`src/design/twtm_pkg.sv`:
```
// ----------------------------------------------------------------------------
// twtm_pkg
// Shared constants for the trimmed window temperature mean block.
// ----------------------------------------------------------------------------
package twtm_pkg;

    localparam int SAMPLE_W    = 12;   // raw sample, 1/16 degree
    localparam int MEAN_W      = 15;   // mean, 1/100 degree
    localparam int HELD_W      = 4;    // reported count width
    localparam int RAW_SHIFT   = 4;    // raw units per degree = 2**RAW_SHIFT
    localparam int CENTI       = 100;  // output units per degree
    localparam int CENTI_W     = 7;    // bits needed for CENTI
    localparam int TRIM_MIN    = 2;    // trim only when more than this are held
    localparam int DEPTH_DEF   = 8;

endpackage

```
`src/design/twtm_window.sv`:
```
// ----------------------------------------------------------------------------
// twtm_window
// Ring store of the last DEPTH good samples, with fill count and one
// registered read port for the scan.
// ----------------------------------------------------------------------------
module twtm_window
    import twtm_pkg::*;
#(
    parameter int DEPTH = DEPTH_DEF,
    parameter int AW    = (DEPTH > 1) ? $clog2(DEPTH) : 1,
    parameter int CNT_W = $clog2(DEPTH + 1)
) (
    input  logic                       i_clk,
    input  logic                       i_rst_n,
    input  logic                       i_wr_en,
    input  logic signed [SAMPLE_W-1:0] i_wr_data,
    input  logic [AW-1:0]              i_rd_addr,
    output logic signed [SAMPLE_W-1:0] o_rd_data,
    output logic [CNT_W-1:0]           o_fill
);

    logic signed [SAMPLE_W-1:0] mem [0:DEPTH-1];
    logic [AW-1:0]              r_slot;
    logic [CNT_W-1:0]           r_fill;

    always_ff @(posedge i_clk) begin
        if (i_wr_en) begin
            mem[r_slot] <= i_wr_data;
        end
        o_rd_data <= mem[i_rd_addr];
    end

    always_ff @(posedge i_clk) begin
        if (!i_rst_n) begin
            r_slot <= '0;
            r_fill <= '0;
        end else if (i_wr_en) begin
            if (r_slot == AW'(DEPTH - 1)) begin
                r_slot <= '0;
            end else begin
                r_slot <= r_slot + 1'b1;
            end
            if (r_fill != CNT_W'(DEPTH)) begin
                r_fill <= r_fill + 1'b1;
            end
        end
    end

    assign o_fill = r_fill;

endmodule

```
`src/design/twtm_div.sv`:
```
// ----------------------------------------------------------------------------
// twtm_div
// Unsigned restoring divider, one quotient bit per cycle.
// ----------------------------------------------------------------------------
module twtm_div
    import twtm_pkg::*;
#(
    parameter int N_W = 23,
    parameter int D_W = 8
) (
    input  logic           i_clk,
    input  logic           i_rst_n,
    input  logic           i_start,
    input  logic [N_W-1:0] i_dividend,
    input  logic [D_W-1:0] i_divisor,
    output logic           o_done,
    output logic [N_W-1:0] o_quot
);

    localparam int CW = $clog2(N_W + 1);

    logic [D_W-1:0] r_rem;
    logic [N_W-1:0] r_quot;
    logic [D_W-1:0] r_dvs;
    logic [CW-1:0]  r_cnt;
    logic           r_busy;
    logic           r_done;
    logic [D_W:0]   rem_sh;
    logic [D_W:0]   rem_sub;
    logic           take;

    always_comb begin
        rem_sh  = {r_rem, r_quot[N_W-1]};
        rem_sub = rem_sh - {1'b0, r_dvs};
        take    = (rem_sh >= {1'b0, r_dvs});
    end

    always_ff @(posedge i_clk) begin
        if (!i_rst_n) begin
            r_busy <= 1'b0;
            r_done <= 1'b0;
            r_cnt  <= '0;
        end else begin
            r_done <= 1'b0;
            if (i_start) begin
                r_busy <= 1'b1;
                r_cnt  <= CW'(N_W);
                r_rem  <= '0;
                r_quot <= i_dividend;
                r_dvs  <= i_divisor;
            end else if (r_busy) begin
                r_rem  <= take ? rem_sub[D_W-1:0] : rem_sh[D_W-1:0];
                r_quot <= {r_quot[N_W-2:0], take};
                r_cnt  <= r_cnt - 1'b1;
                if (r_cnt == CW'(1)) begin
                    r_busy <= 1'b0;
                    r_done <= 1'b1;
                end
            end
        end
    end

    assign o_done = r_done;
    assign o_quot = r_quot;

endmodule

```
`src/design/trimmed_window_temperature_mean.sv`:
```
// ----------------------------------------------------------------------------
// trimmed_window_temperature_mean
// Trimmed moving mean of temperature samples in hundredths of a degree.
// ----------------------------------------------------------------------------
// Input channel: i_in_valid / o_in_ready carry i_sample (signed 1/16 degree)
// and i_sample_ok. A good sample enters a ring of the last DEPTH samples; a
// bad one leaves the ring alone. Every input word gives one output word.
// Output channel: o_out_valid / i_out_ready carry o_mean_centi, o_held_count
// and o_has_value. With more than two samples held, one largest and one
// smallest are dropped before the mean is taken.
// One word at a time: o_in_ready is low from acceptance until the result is
// loaded into the output register. The time taken is set by the scan (one
// store read per cycle) and the divider (one quotient bit per cycle, over an
// N-bit dividend, N = sample width + count width + 7, 23 at DEPTH 8).
// The output register holds a result until taken; a finished result waits
// for a stalled receiver before the next input word is taken.
// Reset empties the window and clears both valid flags; the store itself
// needs no clearing pass.
// ----------------------------------------------------------------------------
module trimmed_window_temperature_mean
    import twtm_pkg::*;
#(
    parameter int DEPTH = DEPTH_DEF
) (
    input  logic                       i_clk,
    input  logic                       i_rst_n,
    input  logic                       i_in_valid,
    output logic                       o_in_ready,
    input  logic signed [SAMPLE_W-1:0] i_sample,
    input  logic                       i_sample_ok,
    output logic                       o_out_valid,
    input  logic                       i_out_ready,
    output logic signed [MEAN_W-1:0]   o_mean_centi,
    output logic [HELD_W-1:0]          o_held_count,
    output logic                       o_has_value
);

    localparam int AW     = (DEPTH > 1) ? $clog2(DEPTH) : 1;
    localparam int CNT_W  = $clog2(DEPTH + 1);
    localparam int SUM_W  = SAMPLE_W + CNT_W;
    localparam int PROD_W = SUM_W + CENTI_W;
    localparam int DIV_W  = CNT_W + RAW_SHIFT;

    typedef enum logic [2:0] {
        S_IDLE,
        S_SCAN,
        S_TRIM,
        S_SCALE,
        S_DIV,
        S_OUT
    } t_state;

    t_state                     r_state;
    logic [CNT_W-1:0]           r_k;
    logic                       r_rd_vld;
    logic                       r_first;
    logic signed [SUM_W-1:0]    r_sum;
    logic signed [SAMPLE_W-1:0] r_top;
    logic signed [SAMPLE_W-1:0] r_bot;
    logic [CNT_W-1:0]           r_n;
    logic                       r_neg;
    logic [PROD_W-1:0]          r_prod;
    logic                       r_div_start;
    logic                       r_out_valid;
    logic signed [MEAN_W-1:0]   r_mean;
    logic [HELD_W-1:0]          r_held;
    logic                       r_has;

    logic                       accept;
    logic [AW-1:0]              rd_addr;
    logic signed [SAMPLE_W-1:0] rd_data;
    logic [CNT_W-1:0]           fill;
    logic                       div_done;
    logic [PROD_W-1:0]          quot;
    logic signed [SUM_W-1:0]    trimmed;
    logic [SUM_W-1:0]           mag;
    logic signed [MEAN_W-1:0]   q_short;

    assign accept  = i_in_valid && o_in_ready;
    assign rd_addr = r_k[AW-1:0];
    assign trimmed = r_sum - SUM_W'(r_top) - SUM_W'(r_bot);
    assign mag     = r_sum[SUM_W-1] ? SUM_W'(-r_sum) : SUM_W'(r_sum);
    assign q_short = MEAN_W'(quot);

    twtm_window #(
        .DEPTH (DEPTH),
        .AW    (AW),
        .CNT_W (CNT_W)
    ) u_window (
        .i_clk     (i_clk),
        .i_rst_n   (i_rst_n),
        .i_wr_en   (accept && i_sample_ok),
        .i_wr_data (i_sample),
        .i_rd_addr (rd_addr),
        .o_rd_data (rd_data),
        .o_fill    (fill)
    );

    twtm_div #(
        .N_W (PROD_W),
        .D_W (DIV_W)
    ) u_div (
        .i_clk      (i_clk),
        .i_rst_n    (i_rst_n),
        .i_start    (r_div_start),
        .i_dividend (r_prod),
        .i_divisor  ({r_n, RAW_SHIFT'(0)}),
        .o_done     (div_done),
        .o_quot     (quot)
    );

    always_ff @(posedge i_clk) begin
        if (!i_rst_n) begin
            r_state     <= S_IDLE;
            r_rd_vld    <= 1'b0;
            r_div_start <= 1'b0;
            r_out_valid <= 1'b0;
        end else begin
            r_div_start <= (r_state == S_SCALE) && (r_n != '0);
            if (r_out_valid && i_out_ready && r_state != S_OUT) begin
                r_out_valid <= 1'b0;
            end
            unique case (r_state)
                S_IDLE: begin
                    if (accept) begin
                        r_state  <= S_SCAN;
                        r_k      <= '0;
                        r_rd_vld <= 1'b0;
                        r_first  <= 1'b1;
                        r_sum    <= '0;
                    end
                end
                S_SCAN: begin
                    r_rd_vld <= (r_k < fill);
                    if (r_k < fill) begin
                        r_k <= r_k + 1'b1;
                    end
                    if (r_rd_vld) begin
                        r_first <= 1'b0;
                        r_sum   <= r_sum + SUM_W'(rd_data);
                        if (r_first || rd_data > r_top) begin
                            r_top <= rd_data;
                        end
                        if (r_first || rd_data < r_bot) begin
                            r_bot <= rd_data;
                        end
                    end else if (!(r_k < fill)) begin
                        r_state <= S_TRIM;
                    end
                end
                S_TRIM: begin
                    if (32'(fill) > TRIM_MIN) begin
                        r_sum <= trimmed;
                        r_n   <= fill - CNT_W'(TRIM_MIN);
                    end else begin
                        r_n   <= fill;
                    end
                    r_state <= S_SCALE;
                end
                S_SCALE: begin
                    r_neg  <= r_sum[SUM_W-1];
                    r_prod <= PROD_W'(mag) * PROD_W'(CENTI);
                    if (r_n == '0) begin
                        r_state <= S_OUT;
                    end else begin
                        r_state <= S_DIV;
                    end
                end
                S_DIV: begin
                    if (div_done) begin
                        r_state <= S_OUT;
                    end
                end
                S_OUT: begin
                    if (!r_out_valid || i_out_ready) begin
                        r_out_valid <= 1'b1;
                        r_held      <= HELD_W'(fill);
                        r_has       <= (fill != '0);
                        if (fill == '0) begin
                            r_mean <= '0;
                        end else begin
                            r_mean <= r_neg ? -q_short : q_short;
                        end
                        r_state     <= S_IDLE;
                    end
                end
                default: begin
                    r_state <= S_IDLE;
                end
            endcase
        end
    end

    assign o_in_ready   = (r_state == S_IDLE);
    assign o_out_valid  = r_out_valid;
    assign o_mean_centi = r_mean;
    assign o_held_count = r_held;
    assign o_has_value  = r_has;

endmodule

```
`config.mk`:
```
export PLATFORM = sky130hd
export DESIGN_NAME = trimmed_window_temperature_mean
export DESIGN_NICKNAME = d
export VERILOG_FILES = /design/src/design/twtm_pkg.sv /design/src/design/twtm_window.sv /design/src/design/twtm_div.sv /design/src/design/trimmed_window_temperature_mean.sv
export SDC_FILE = /design/constraint.sdc
export NUM_CORES = 1
export LEC_CHECK = 0
export BUFFER_PORTS_ARGS = -buffer_cell sky130_fd_sc_hd__buf_2
export CAP_MARGIN = 0
export CORE_MARGIN = 5
export CORE_UTILIZATION = 45
export DETAILED_ROUTE_END_ITERATION = 12
export SYNTH_ARGS = -nofsm -noshare
export SYNTH_HDL_FRONTEND = slang
export SYNTH_SLANG_ARGS = --single-unit
```
`constraint.sdc`:
```
create_clock -name i_clk -period 5.9 [get_ports i_clk]
set_clock_uncertainty 0.05 [all_clocks]
set_input_delay 0.59 -clock i_clk [delete_from_list [all_inputs] [get_ports i_clk]]
set_output_delay 0.59 -clock i_clk [all_outputs]
set_load 0.01 [all_outputs]
```
== After elaboration in Yosys (flattened, before gate mapping) ==
Memory sizes are Yosys's and may differ from the RTL's. A register that Yosys moved wholly into a read port is not among the register bits.
Cells that the tools add are included.
Word-level totals
  logic and storage cells: 132
  input bits: 17
  output and inout port bits: 22
  memories: 1
  RAM bits: 96
  bits in registers: 146
  ROM bits: 0
  bits in latches: 0
Memories
  u_window.mem: depth 8, bits a word 12, rd ports 1, clocked after Yosys merged registers in 1, write ports 1, line twtm_window.sv:22  | logic signed [SAMPLE_W-1:0] mem [0:DEPTH-1];
Cells by class
  add/subtract/negate cells: 11
  div/mod/pow operators: 0
  shift-type cells: 0
  mux-type cells: 38
  order comparisons: 5
  bitwise gates (word level): 2
  multipliers: 1
  reduce and logical (&&, ||, !) cells: 32
  equality and inequality tests: 17
Operators with widths (count)
  16-bit 2-to-1 mux: 4
  16-bit case mux with 3 select lines: 1
  23-bit 2-to-1 mux: 2
  16-bit by 12-bit subtractor with 16-bit output: 2
  16-bit by 5-bit multiplier with 21-bit output (second input constant): 1
  3-bit 2-to-1 mux: 6
  3-bit case mux with 6 select lines: 1
  16-bit by 12-bit adder with 16-bit output: 1
  8-bit 2-to-1 mux: 2
  16-bit negator: 1
  4-bit AND reduction: 4
  15-bit 2-to-1 mux: 1
  15-bit negator: 1
  1-bit 2-to-1 mux: 13
  12-bit greater-than comparator: 1
  12-bit less-than comparator: 1
  4-bit 2-to-1 mux: 3
  2-bit != test (second input constant): 6
  2-bit AND reduction: 6
  5-bit 2-to-1 mux: 2
  5-bit AND reduction: 2
  3-bit equality test (second input constant): 3
  9-bit by 8-bit >= comparator with 1-bit output: 1
  4-bit by 1-bit adder with 4-bit output (second input constant): 2
  26 further kinds: 39

== Depth between registers and ports, before layout ==
Gate-level depths: netlist of run 1.
  word-level depth: 5
  depth in mapped cells: 19
  mapped depth without buffers: 18

== By module ==
From an unflattened synthesis of run 1, not the netlist that was laid out.
Unflattened totals
  cell total of the unflattened synthesis: 1131
  area, all modules: 14521.4 sq um
By module, submodules not included
  trimmed_window_temperature_mean: times used 1, area each 7852.5 sq um, cells an instance 752
  twtm_window: times used 1, area each 4334.2 sq um, cells an instance 201
  twtm_div: times used 1, area each 2334.7 sq um, cells an instance 178

== Worst setup path before layout of run 1 ==
OpenSTA, ideal clock, no wires.
  path kind: flip-flop to flip-flop
  from: register r_sum[6]
  to: register r_prod[20] (data pin)
  cell stages (with the launch flop): 17
  setup slack: 1.173 ns
  period minus slack after synthesis: 4.727 ns
  buffers on the path: 0
  data required time: 5.581 ns
  data arrival time: 4.408 ns
  cells stage by stage: edfxtp_1 or4_4 or3_1 o21ai_0 nand2_1 xnor2_1 inv_1 ha_1 ha_1 inv_1 fa_1 inv_1 ha_1 a21o_1 or3_1 mux2i_1 a221oi_1
Between the ends
  cells in the longest elaborated chain, start to end: 3
Ends and longest elaborated chain
  start, declared: line trimmed_window_temperature_mean.sv:57  | logic signed [SUM_W-1:0] r_sum;
  start signal, assigned: line trimmed_window_temperature_mean.sv:140  | r_sum <= r_sum + SUM_W'(rd_data);
  start signal, assigned: line trimmed_window_temperature_mean.sv:153  | r_sum <= trimmed;
  16-bit negator: line trimmed_window_temperature_mean.sv:82  | assign mag = r_sum[SUM_W-1] ? SUM_W'(-r_sum) : SUM_W'(r_sum);
  16-bit 2-to-1 mux *: line trimmed_window_temperature_mean.sv:82
  16-bit by 5-bit multiplier with 21-bit output *: line trimmed_window_temperature_mean.sv:162  | r_prod <= PROD_W'(mag) * PROD_W'(CENTI);
  end signal, assigned: line trimmed_window_temperature_mean.sv:162
  end, declared: line trimmed_window_temperature_mean.sv:62  | logic [PROD_W-1:0] r_prod;
Every way passes the cells marked *; elsewhere a longest branch is shown, timed or not.
A chain may end at the register's enable or synchronous reset.

== Worst setup path in the final report of run 1 ==
Same ends and word-level chain as after synthesis.

==> results.py, run 1 <==
metrics = {
    "outcome": {
        "run_status": "finished, final reports clean",
    },
    "run": {
        "maxCapViolCount": 0,
    },
    "clock_network": {
        "cts_sinks": 254,
        "clock_latency_ns": 0.53,
        "cts_hold_buf": 0,
        "h-tree-depth": 1,
        "clk_pin_slew_ns": 0.06,
        "postCtsSetupRepairBufs": 0,
        "cts_tree": "done",
        "cts_inserted_buffers": 28,
        "root_buffer": "clkbuf_16",
        "clockBufferDepth": 3,
        "post_cts_resized": 0,
    },
    "synthesis": {
        "synth-seq-cells": 254,
        "synthMuxAreaShare": 0.0704,
        "synth.distinct_cells": 68,
        "netlist_top_cells_area": "edfxtp_1 47%, ha_1 11%, dfxtp_1 4.5%",
        "async_reset_ff_frac": 0,
        "yosysMostFrequentCell": "edfxtp_1",
        "syn-cell-area_um2": 14100,
        "ys_top_cells_by_count": "222 x edfxtp_1, 129 x ha_1, 103 x inv_1",
        "synth_top_flop_cell": "edfxtp_1",
        "synth_fa_ha_area_frac": 0.153,
        "ys.warnings.count": 0,
        "syn-num-nets": 1272,
        "synth_cells": 1099,
        "synth-xor-area-share": 0.0503,
        "synthSimpleGateAreaFrac": 0.0809,
        "synth_compound_area_frac": 0.0923,
        "synth_top_area_frac": 0.473,
        "synth_top_area_cell": "edfxtp_1",
        "syn_area_per_cell_um2": 12.8,
        "ys_seq_area_frac": 0.518,
        "synth_top_family_by_area": "adder cells",
        "synth-edff-count": 222,
    },
    "sta": {
        "slew_violations": 0,
        "rsz0062_at_grt": "false",
        "worst_slew_pin_slew_ns": 1.10,
        "hold-worst-slack_ns": 0.280,
        "setup_slack_ns": 0.853,
        "period_share": 0.855,
        "relSlewSlack": 0.260,
        "setup-tns-final_ns": 0,
        "hold_viol": 0,
        "fmax_mhz": 198,
        "fin_crit_ns": 5.05,
        "setup_viol": 0,
    },
    "drt": {
        "via_count": 8313,
        "drt-total-wl_mm": 26.0,
        "drtIter0Drc": 298,
        "vias_per_cell": 5.29,
        "wire_per_inst_um": 16.5,
        "drc": 0,
        "dr.pass1.iters": 4,
        "drtAntennaViolNets": 0,
    },
    "grt": {
        "grt_pass1_vias": 8355,
        "antenna_found_initial": 0,
        "grt_max_degree": 32,
        "grt_pass1_wl_mm": 43.2,
        "grt_overflow": 0,
        "gr-usage-all-layers": 0.147,
    },
    "setup_path": {
        "worstPathArrival_ns": 5.34,
        "cp_max_fo": 6,
        "endpoint_kind": "flip-flop",
        "startpoint_type": "flip-flop",
        "crit_required_ns": 6.19,
        "r2r_slack_ns": 0.85,
        "critPathKind": "flip-flop to flip-flop",
    },
    "pwr": {
        "power.clock.fraction": 0.187,
        "leakage_nw": 6.13,
        "p_per_area_nw_per_um2": 561,
        "p_sw_frac": 0.380,
        "p_int_w": 0.00546,
        "p_seq_frac": 0.288,
        "p_comb_frac": 0.525,
        "p_switching_w": 0.00335,
        "peakVddDrop_v": 0.000293,
    },
    "finish": {
        "drive_gt1_frac": 0.139,
        "finalNetCount": 1328,
        "post-route-util": 0.511,
        "antenna_cells": 0,
        "area_delta_synth_final_pct": 11.3,
    },
    "placed_design": {
        "dp_hpwl_mm": 19.1,
        "dpl_worst_slack_ns": 0.865,
        "portBuffers": 38,
        "gp_congestion": 0.796,
    },
    "floorplan": {
        "row_count": 64,
        "core-area_um2": 30700,
        "fp.dieH_um": 187,
        "initial_utilization": 0.459,
        "die_area_um2": 35000,
        "die_x_um": 187,
        "io_pins": 39,
    },
    "worst_hold_path": {
        "hp-class": "primary input to flip-flop",
    },
}
state kept, by name, summed over array words and instances, names as in the netlist, 5 cells and up:
| register | flops |
|---|---|
| o_mean_centi | 15 |
| r_bot | 12 |
| r_prod | 21 |
| r_sum | 16 |
| r_top | 12 |
| u_div.o_quot | 23 |
| u_div.r_cnt | 5 |
| u_div.r_rem | 8 |
| u_window.mem | 96 |
| u_window.o_rd_data | 12 |
worst max-delay path: stages, from the launching register on:
cell	delay [ns]
edfxtp_1	0.52
or4_4	0.59
or3_1	0.33
o21ai_0	0.44
nand2_1	0.12
xnor2_1	0.27
inv_1	0.10
ha_1	0.30
ha_1	0.28
inv_1	0.05
fa_1	0.52
inv_1	0.04
ha_1	0.35
a21o_1	0.22
a21o_1	0.18
a21o_1	0.17
a221oi_1	0.29
cells by family (layout without fill, tap and decap cells):
group                    Yosys count  count (layout)
AO/OA/AOI/OAI                    192             192
XOR/XNOR                          81              81
adder cells (fa/ha/maj)          156             156
buffers and inverters            132             209
flip-flops                       254             254
multiplexers                      64              64
AND/OR/NAND/NOR                  220             220
per-layer routing:
| metal | GRT usage | vias to the layer above | routed length (um) |
|---|---|---|---|
| met5 | 0 | - | 0 |
| met2 | 0.257 | 92 | 12900 |
| met1 | 0.198 | 3996 | 11900 |
| met4 | 0.0304 | 0 | 518 |
| met3 | 0.0198 | 35 | 705 |
| li1 | - | 4190 | - |
metrics by stage:
stage	area (um2)	std cells	power (W)
after floorplan	14100	1099	0.00630
after global placement	14800	1521	0.00715
after detailed placement	14800	1521	0.00720
after CTS	15700	1572	0.00890
after global routing	15700	1572	0.00965
final	15700	1572	0.00880
power groups by stage:
stage	Combinational [W]	Clock, W	Sequential, W
finish	0.00462	0.00164	0.00254
global route	0.00532	0.00176	0.00256
CTS	0.00467	0.00169	0.00254
detailed placement	0.00462	0	0.00258
global placement	0.00458	0	0.00257
floorplan	0.00381	0	0.00250
layout by cell type, fill, tap and decap left out, drive strengths merged, types with 7 or more instances in the layout:
cell type,synthesis,layout
dfxtp,32,32
nand2,42,42
fa,27,27
a21o,24,24
edfxtp,222,222
nor2,61,61
a21oi,27,27
o21ai,42,42
nand2b,10,10
mux2i,7,7
a211oi,9,9
mux4,25,25
clkbuf,22,41
xnor2,52,52
clkinv,1,8
inv,104,105
buf,5,53
nand3,10,10
xor2,29,29
a21boi,12,12
nor2b,22,22
nor3,18,18
mux2,32,32
o31ai,11,11
or3,10,10
and2,8,8
o21a,17,17
nand4,8,8
ha,129,129
cell type report:
cell class | instances | area [um2]
Clock buffer | 41 | 791
Fill cell | 2672 | 15000
Timing Repair Buffer | 53 | 303
Sequential cell | 254 | 7310
Tap cell | 396 | 495
Inverter | 105 | 394
Multi-Input combinational cell | 713 | 6340
Clock inverter | 10 | 76.3
final timing paths:
check / endpoint / from / depth (start not counted)
setup / recovery: r_prod[20] / r_sum[6] / 16
setup reg to reg: r_prod[20] / r_sum[6] / 16
hold / removal: u_window.mem[3][6] / i_sample[6] / 1
hold reg to reg: u_div.r_dvs[7] / r_n[3] / 0
(Power assumes the default switching activity.)
==> run 2, diff against run 1 <==
- CORE_UTILIZATION: 45 -> 58
- CTS_CLUSTER_SIZE: unset -> 20
- PLACE_DENSITY: unset -> 0.75
==> run 2 against run 1 <==
Setup slack got worse by 0.025 ns. Final area about the same. Clock-buffer cell count decreased by 1. Critical path type unchanged. Wire length increased by 5.0%. First-iteration DRC count increased by 64%. Largest power group unchanged. Total power increased by 2.8%. Sequential share of layout area about the same. Hold slack got worse by 0.0021 ns. Global-route usage increased by 5.1 points. Critical path depth unchanged. Highest routed layer is now met5.
==> results.py, run 2 (synthesized netlist as in run 1, its figures left out) <==
metrics = {
    "outcome": {
        "run_status": "finished, final reports clean",
    },
    "drt": {
        "drc": 0,
        "dr.pass1.iters": 5,
        "wire_per_inst_um": 18.2,
        "via_count": 8660,
        "drt-total-wl_mm": 27.3,
        "vias_per_cell": 5.78,
        "drtAntennaViolNets": 0,
        "drtIter0Drc": 488,
    },
    "clock_network": {
        "cts_hold_buf": 0,
        "post_cts_resized": 0,
        "clk_pin_slew_ns": 0.06,
        "h-tree-depth": 1,
        "cts_inserted_buffers": 27,
        "clockBufferDepth": 3,
        "postCtsSetupRepairBufs": 0,
        "cts_sinks": 254,
        "clock_latency_ns": 0.53,
        "root_buffer": "clkbuf_16",
        "cts_tree": "done",
    },
    "setup_path": {
        "cp_max_fo": 6,
        "worstPathArrival_ns": 5.37,
        "crit_required_ns": 6.20,
        "crit_path_start": "r_sum[6]",
        "rr_startpoint": "r_sum[6]",
        "critPathKind": "flip-flop to flip-flop",
        "endpoint_kind": "flip-flop",
        "cp.buffers_inverters": 3,
        "critical-path-max-stage-delay_ns": 0.59,
        "cp_top_family": "adder cells",
        "path_cells": "or4_4 > or3_1 > o21ai_0 > nand2_1 > xnor2_1 > inv_1 > ha_1 > ha_1 > inv_1 > fa_1 > inv_1 > ha_1 > a21o_1 > a21o_1 > a21o_1 > a221oi_1",
        "startpoint_type": "flip-flop",
        "crit_path_top_delay_cell": "or4_4",
    },
    "sta": {
        "fmax_mhz": 197,
        "hold-worst-slack_ns": 0.278,
        "fin_crit_ns": 5.07,
        "period_share": 0.860,
        "relSlewSlack": 0.239,
        "rsz0062_at_grt": "false",
        "hold_viol": 0,
        "slew_violations": 0,
        "setup-tns-final_ns": 0,
        "setup_viol": 0,
        "worst_slew_pin_slew_ns": 1.14,
    },
    "finish": {
        "design_area_um2": 15700,
        "drive_gt1_frac": 0.141,
        "finalNetCount": 1327,
        "num-fill-cells": 1792,
        "mostFrequentLayoutCell": "edfxtp_1",
        "area_delta_synth_final_pct": 11.3,
        "ff_latch_area_um2": 7310,
        "multi_input_area_um2": 6320,
        "final_cells": 1499,
        "final_cell_mix": "222 x edfxtp_1, 129 x ha_1, 103 x inv_1, 60 x nor2_1, 52 x xnor2_1",
        "top_register": "u_window.mem",
        "largest_register_ffs": 96,
        "antenna_cells": 0,
    },
    "floorplan": {
        "core-area_um2": 24100,
        "die_area_um2": 27500,
        "fp.dieH_um": 166,
        "die_x_um": 166,
        "io_pins": 39,
        "initial_utilization": 0.585,
        "row_count": 57,
    },
    "placed_design": {
        "placed_cells": 1449,
        "post_dp_cell_area_um2": 14700,
        "dp_hpwl_mm": 19.6,
        "gp_congestion": 0.916,
        "portBuffers": 38,
    },
    "grt": {
        "grt_overflow": 0,
        "grt_pass1_wl_mm": 44.6,
        "gr-usage-all-layers": 0.198,
        "grt_pass1_vias": 8780,
        "grt_max_degree": 36,
        "antenna_found_initial": 1,
    },
    "run": {
        "maxCapViolCount": 0,
    },
    "pwr": {
        "peakVddDrop_v": 0.000519,
        "power_w": 0.00905,
        "p_per_area_nw_per_um2": 577,
        "leakage_nw": 6.18,
    },
    "worst_hold_path": {
        "hp-class": "primary input to flip-flop",
        "min_from": "i_sample[4]",
    },
}
run 2: changes by cell type in the layout (fill, tap and decap cells not counted), sizes merged:
cell,delta
bufinv,+4
clkinv,-4
clkbuf,-1
run 2: layout make-up:
type / count / share of cell area
repair buffers: 53 / 0.0193
flip-flops and latches: 254 / 0.465
well taps: 324 / 0.0258
clock buffers: 40 / 0.0506
clock inverters: 10 / 0.0115
inverters: 105 / 0.0251
multi-input cells: 713 / 0.402
run 2: power by group:
| group | total, W | internal [W] | switching [W] |
|---|---|---|---|
| clock | 0.00181 | 0.00115 | 0.000666 |
| sequential | 0.00254 | 0.00236 | 0.000179 |
| combinational | 0.00470 | 0.00213 | 0.00257 |
| total | 0.00905 | 0.00564 | 0.00341 |
run 2: worst register-to-register path: cells and delay by family (launching register included):
| kind | cells | cell delay (ns) |
|---|---|---|
| flip-flops | 1 | 0.51 |
| AO/OA/AOI/OAI | 5 | 1.35 |
| AND/OR/NAND/NOR | 3 | 1.06 |
| buffers and inverters | 3 | 0.20 |
| adder cells (fa/ha/maj) | 4 | 1.45 |
| XOR/XNOR | 1 | 0.27 |
run 2: worst paths after layout:
path | endpoint | slack (ns) | depth (start not counted)
setup / recovery | r_prod[20] | 0.83 | 16
hold / removal | u_window.mem[7][4] | 0.28 | 1
setup reg to reg | r_prod[20] | 0.83 | 16
hold reg to reg | u_div.r_dvs[4] | 0.41 | 0
run 2: per-layer routing:
metal	vias up	wire length, um	GRT usage
li1	4170	-	-
met2	236	13200	0.338
met3	52	1470	0.0305
met5	-	7	0
met4	2	912	0.0681
met1	4200	11600	0.260
run 2: stage by stage:
stage,utilization,setup WS [ns]
2_1_floorplan,-,1.17
3_3_place_gp,0.611,0.960
3_5_place_dp,0.611,0.841
4_1_cts,0.651,0.814
5_1_grt,0.651,0.543
6_report,0.651,0.828
==> run 3, diff against run 2 <==
- ABC_AREA: unset -> 1
- CORE_UTILIZATION: 58 -> 57
- PLACE_DENSITY: 0.75 -> 0.77
- SETUP_SLACK_MARGIN: unset -> 0.1
- clock period: 5.9 -> 4.09 ns (I/O delays scaled with it)
==> run 3 against run 2 <==
Critical path depth grew 6. Register-to-register slack worse by 0.63 ns. Critical endpoint is now r_prod[21]. Sequential share of layout area fell by 2.5 points. Non-clock buffer count up 24. Die area increased by 5.8%.
==> results.py, run 3 <==
metrics = {
    "outcome": {
        "run_status": "finished, final reports clean",
    },
    "clock_network": {
        "h-tree-depth": 1,
        "cts_tree": "done",
        "cts_hold_buf": 0,
        "cts_inserted_buffers": 27,
        "clock_latency_ns": 0.55,
        "clk_pin_slew_ns": 0.07,
        "cts_sinks": 254,
        "clockBufferDepth": 3,
        "root_buffer": "clkbuf_16",
    },
    "placed_design": {
        "portBuffers": 38,
        "dp_hpwl_mm": 22.8,
        "gp_congestion": 0.885,
    },
    "synthesis": {
        "synth_top_area_cell": "edfxtp_1",
        "syn-num-nets": 1733,
        "syn_area_per_cell_um2": 9.43,
        "async_reset_ff_frac": 0,
        "synth.distinct_cells": 50,
        "synth_cells": 1560,
        "synth-edff-count": 222,
        "synth-seq-cells": 254,
        "netlist_top_cells_area": "edfxtp_1 45%, ha_1 11%, nand2_1 7.0%",
        "synth_top_flop_cell": "edfxtp_1",
        "ys_seq_area_frac": 0.497,
        "synth_top_area_frac": 0.453,
        "ys_top_cells_by_count": "276 x nand2_1, 222 x edfxtp_1, 212 x inv_1",
        "ys.warnings.count": 0,
        "syn-cell-area_um2": 14700,
        "yosysMostFrequentCell": "nand2_1",
    },
    "run": {
        "maxCapViolCount": 0,
    },
    "setup_path": {
        "worstPathArrival_ns": 4.12,
        "cp.buffers_inverters": 4,
        "cp_common_cell": "nand2_1",
        "critPathKind": "flip-flop to flip-flop",
        "crit_required_ns": 4.32,
        "endpoint_kind": "flip-flop",
        "cp_max_fo": 3,
        "cp_top_family": "adder cells",
        "startpoint_type": "flip-flop",
        "critical-path-max-stage-delay_ns": 0.54,
        "path_cells": "inv_2 > nand3_2 > nor2_1 > nand2_1 > nor2_2 > buf_4 > nand4_1 > nand2_1 > nand2_1 > nand2_1 > ha_1 > ha_1 > inv_1 > fa_1 > inv_2 > ha_4 > a21o_1 > nand3_1 > nand2_1 > a21oi_1 > nand2_1 > xor2_1",
        "crit_path_top_delay_cell": "fa_1",
    },
    "grt": {
        "gr-usage-all-layers": 0.213,
        "grt_max_degree": 54,
        "grt_pass1_vias": 10578,
        "antenna_found_initial": 0,
        "grt_pass1_wl_mm": 50.2,
        "grt_overflow": 0,
    },
    "sta": {
        "fmax_mhz": 257,
        "fin_crit_ns": 3.89,
        "slew_violations": 0,
        "relSlewSlack": 0.236,
        "period_share": 0.952,
        "rsz0062_at_grt": "true",
        "setup-tns-final_ns": 0,
        "worst_slew_pin_slew_ns": 1.14,
        "hold_viol": 0,
        "setup_viol": 0,
    },
    "floorplan": {
        "core-area_um2": 25300,
        "fp.dieH_um": 171,
        "die_area_um2": 29100,
        "die_x_um": 171,
        "io_pins": 39,
        "initial_utilization": 0.581,
        "row_count": 58,
    },
    "finish": {
        "finalNetCount": 1807,
        "antenna_cells": 0,
        "mostFrequentLayoutCell": "nand2_1",
        "top_register": "u_window.mem",
        "final_cell_mix": "268 x nand2_1, 222 x edfxtp_1, 208 x inv_1, 176 x nor2_1, 120 x ha_1",
        "area_delta_synth_final_pct": 12.9,
        "drive_gt1_frac": 0.115,
        "post-route-util": 0.656,
        "num-fill-cells": 1957,
        "largest_register_ffs": 96,
    },
    "drt": {
        "drt-total-wl_mm": 31.9,
        "drtAntennaViolNets": 0,
        "via_count": 10942,
        "wire_per_inst_um": 16.1,
        "dr.pass1.iters": 5,
        "vias_per_cell": 5.51,
        "drtIter0Drc": 719,
        "drc": 0,
    },
    "worst_hold_path": {
        "hp-class": "primary input to flip-flop",
    },
}
[run 3: worst paths after layout]
| kind | startpoint | endpoint | slack [ns] | depth (start not counted) |
|---|---|---|---|---|
| max | r_sum[1] | r_prod[21] | 0.20 | 22 |
| min | i_sample[8] | u_window.mem[1][8] | 0.08 | 1 |
| max reg2reg | r_sum[1] | r_prod[21] | 0.20 | 22 |
| min reg2reg | r_n[2] | u_div.r_dvs[6] | 0.43 | 0 |
[run 3: layout make-up]
class | count | area, um2 | share of cell area
Clock buffer | 29 | 683 | 0.0411
Clock inverter | 21 | 153 | 0.00919
Inverter | 222 | 840 | 0.0505
Multi-Input combinational cell | 1052 | 6730 | 0.405
Sequential cell | 254 | 7310 | 0.440
Tap cell | 330 | 413 | 0.0249
Timing Repair Buffer | 77 | 483 | 0.0291
[run 3: repair_timing]
action / CTS / global route
setup buffers: 0 / 10
gates resized for setup: 5 / 50
pin swaps: 1 / 33
setup endpoints to repair: 1 / 10
hold endpoints to repair: 0 / 0
[run 3: layer usage]
metal	GRT usage	wire (um)	up-vias
met1	0.243	12400	5182
met2	0.408	17000	271
met3	0.0293	1440	64
met5	0	0	-
met4	0.0726	1070	0
li1	-	-	5425
[run 3: metrics by stage]
step / area [um2] / cells / hold slack [ns] / setup WS, ns
after CTS: 16300 / 1975 / 0.0538 / 0.137
final: 16600 / 1985 / 0.0809 / 0.198
after global routing: 16600 / 1985 / 0.0626 / 0.0110
after detailed placement: 15400 / 1925 / 0.390 / 0.0773
after global placement: 15400 / 1925 / 0.382 / 0.194
after floorplan: 14700 / 1560 / 0.377 / 0.282
[run 3: cell families after synthesis]
kind of cell / after synthesis / synth area share
and+or+nand+nor: 597 / 0.171
AOI/OAI and AO/OA: 260 / 0.0956
buffers and inverters: 254 / 0.0668
DFF: 254 / 0.497
adders and majority gates: 156 / 0.146
xor gates and xnor gates: 39 / 0.0232
Power of run 3 is left out: the tool's default activity adds up to more than one toggle a clock period on the data nets, which glitch-free logic cannot reach.
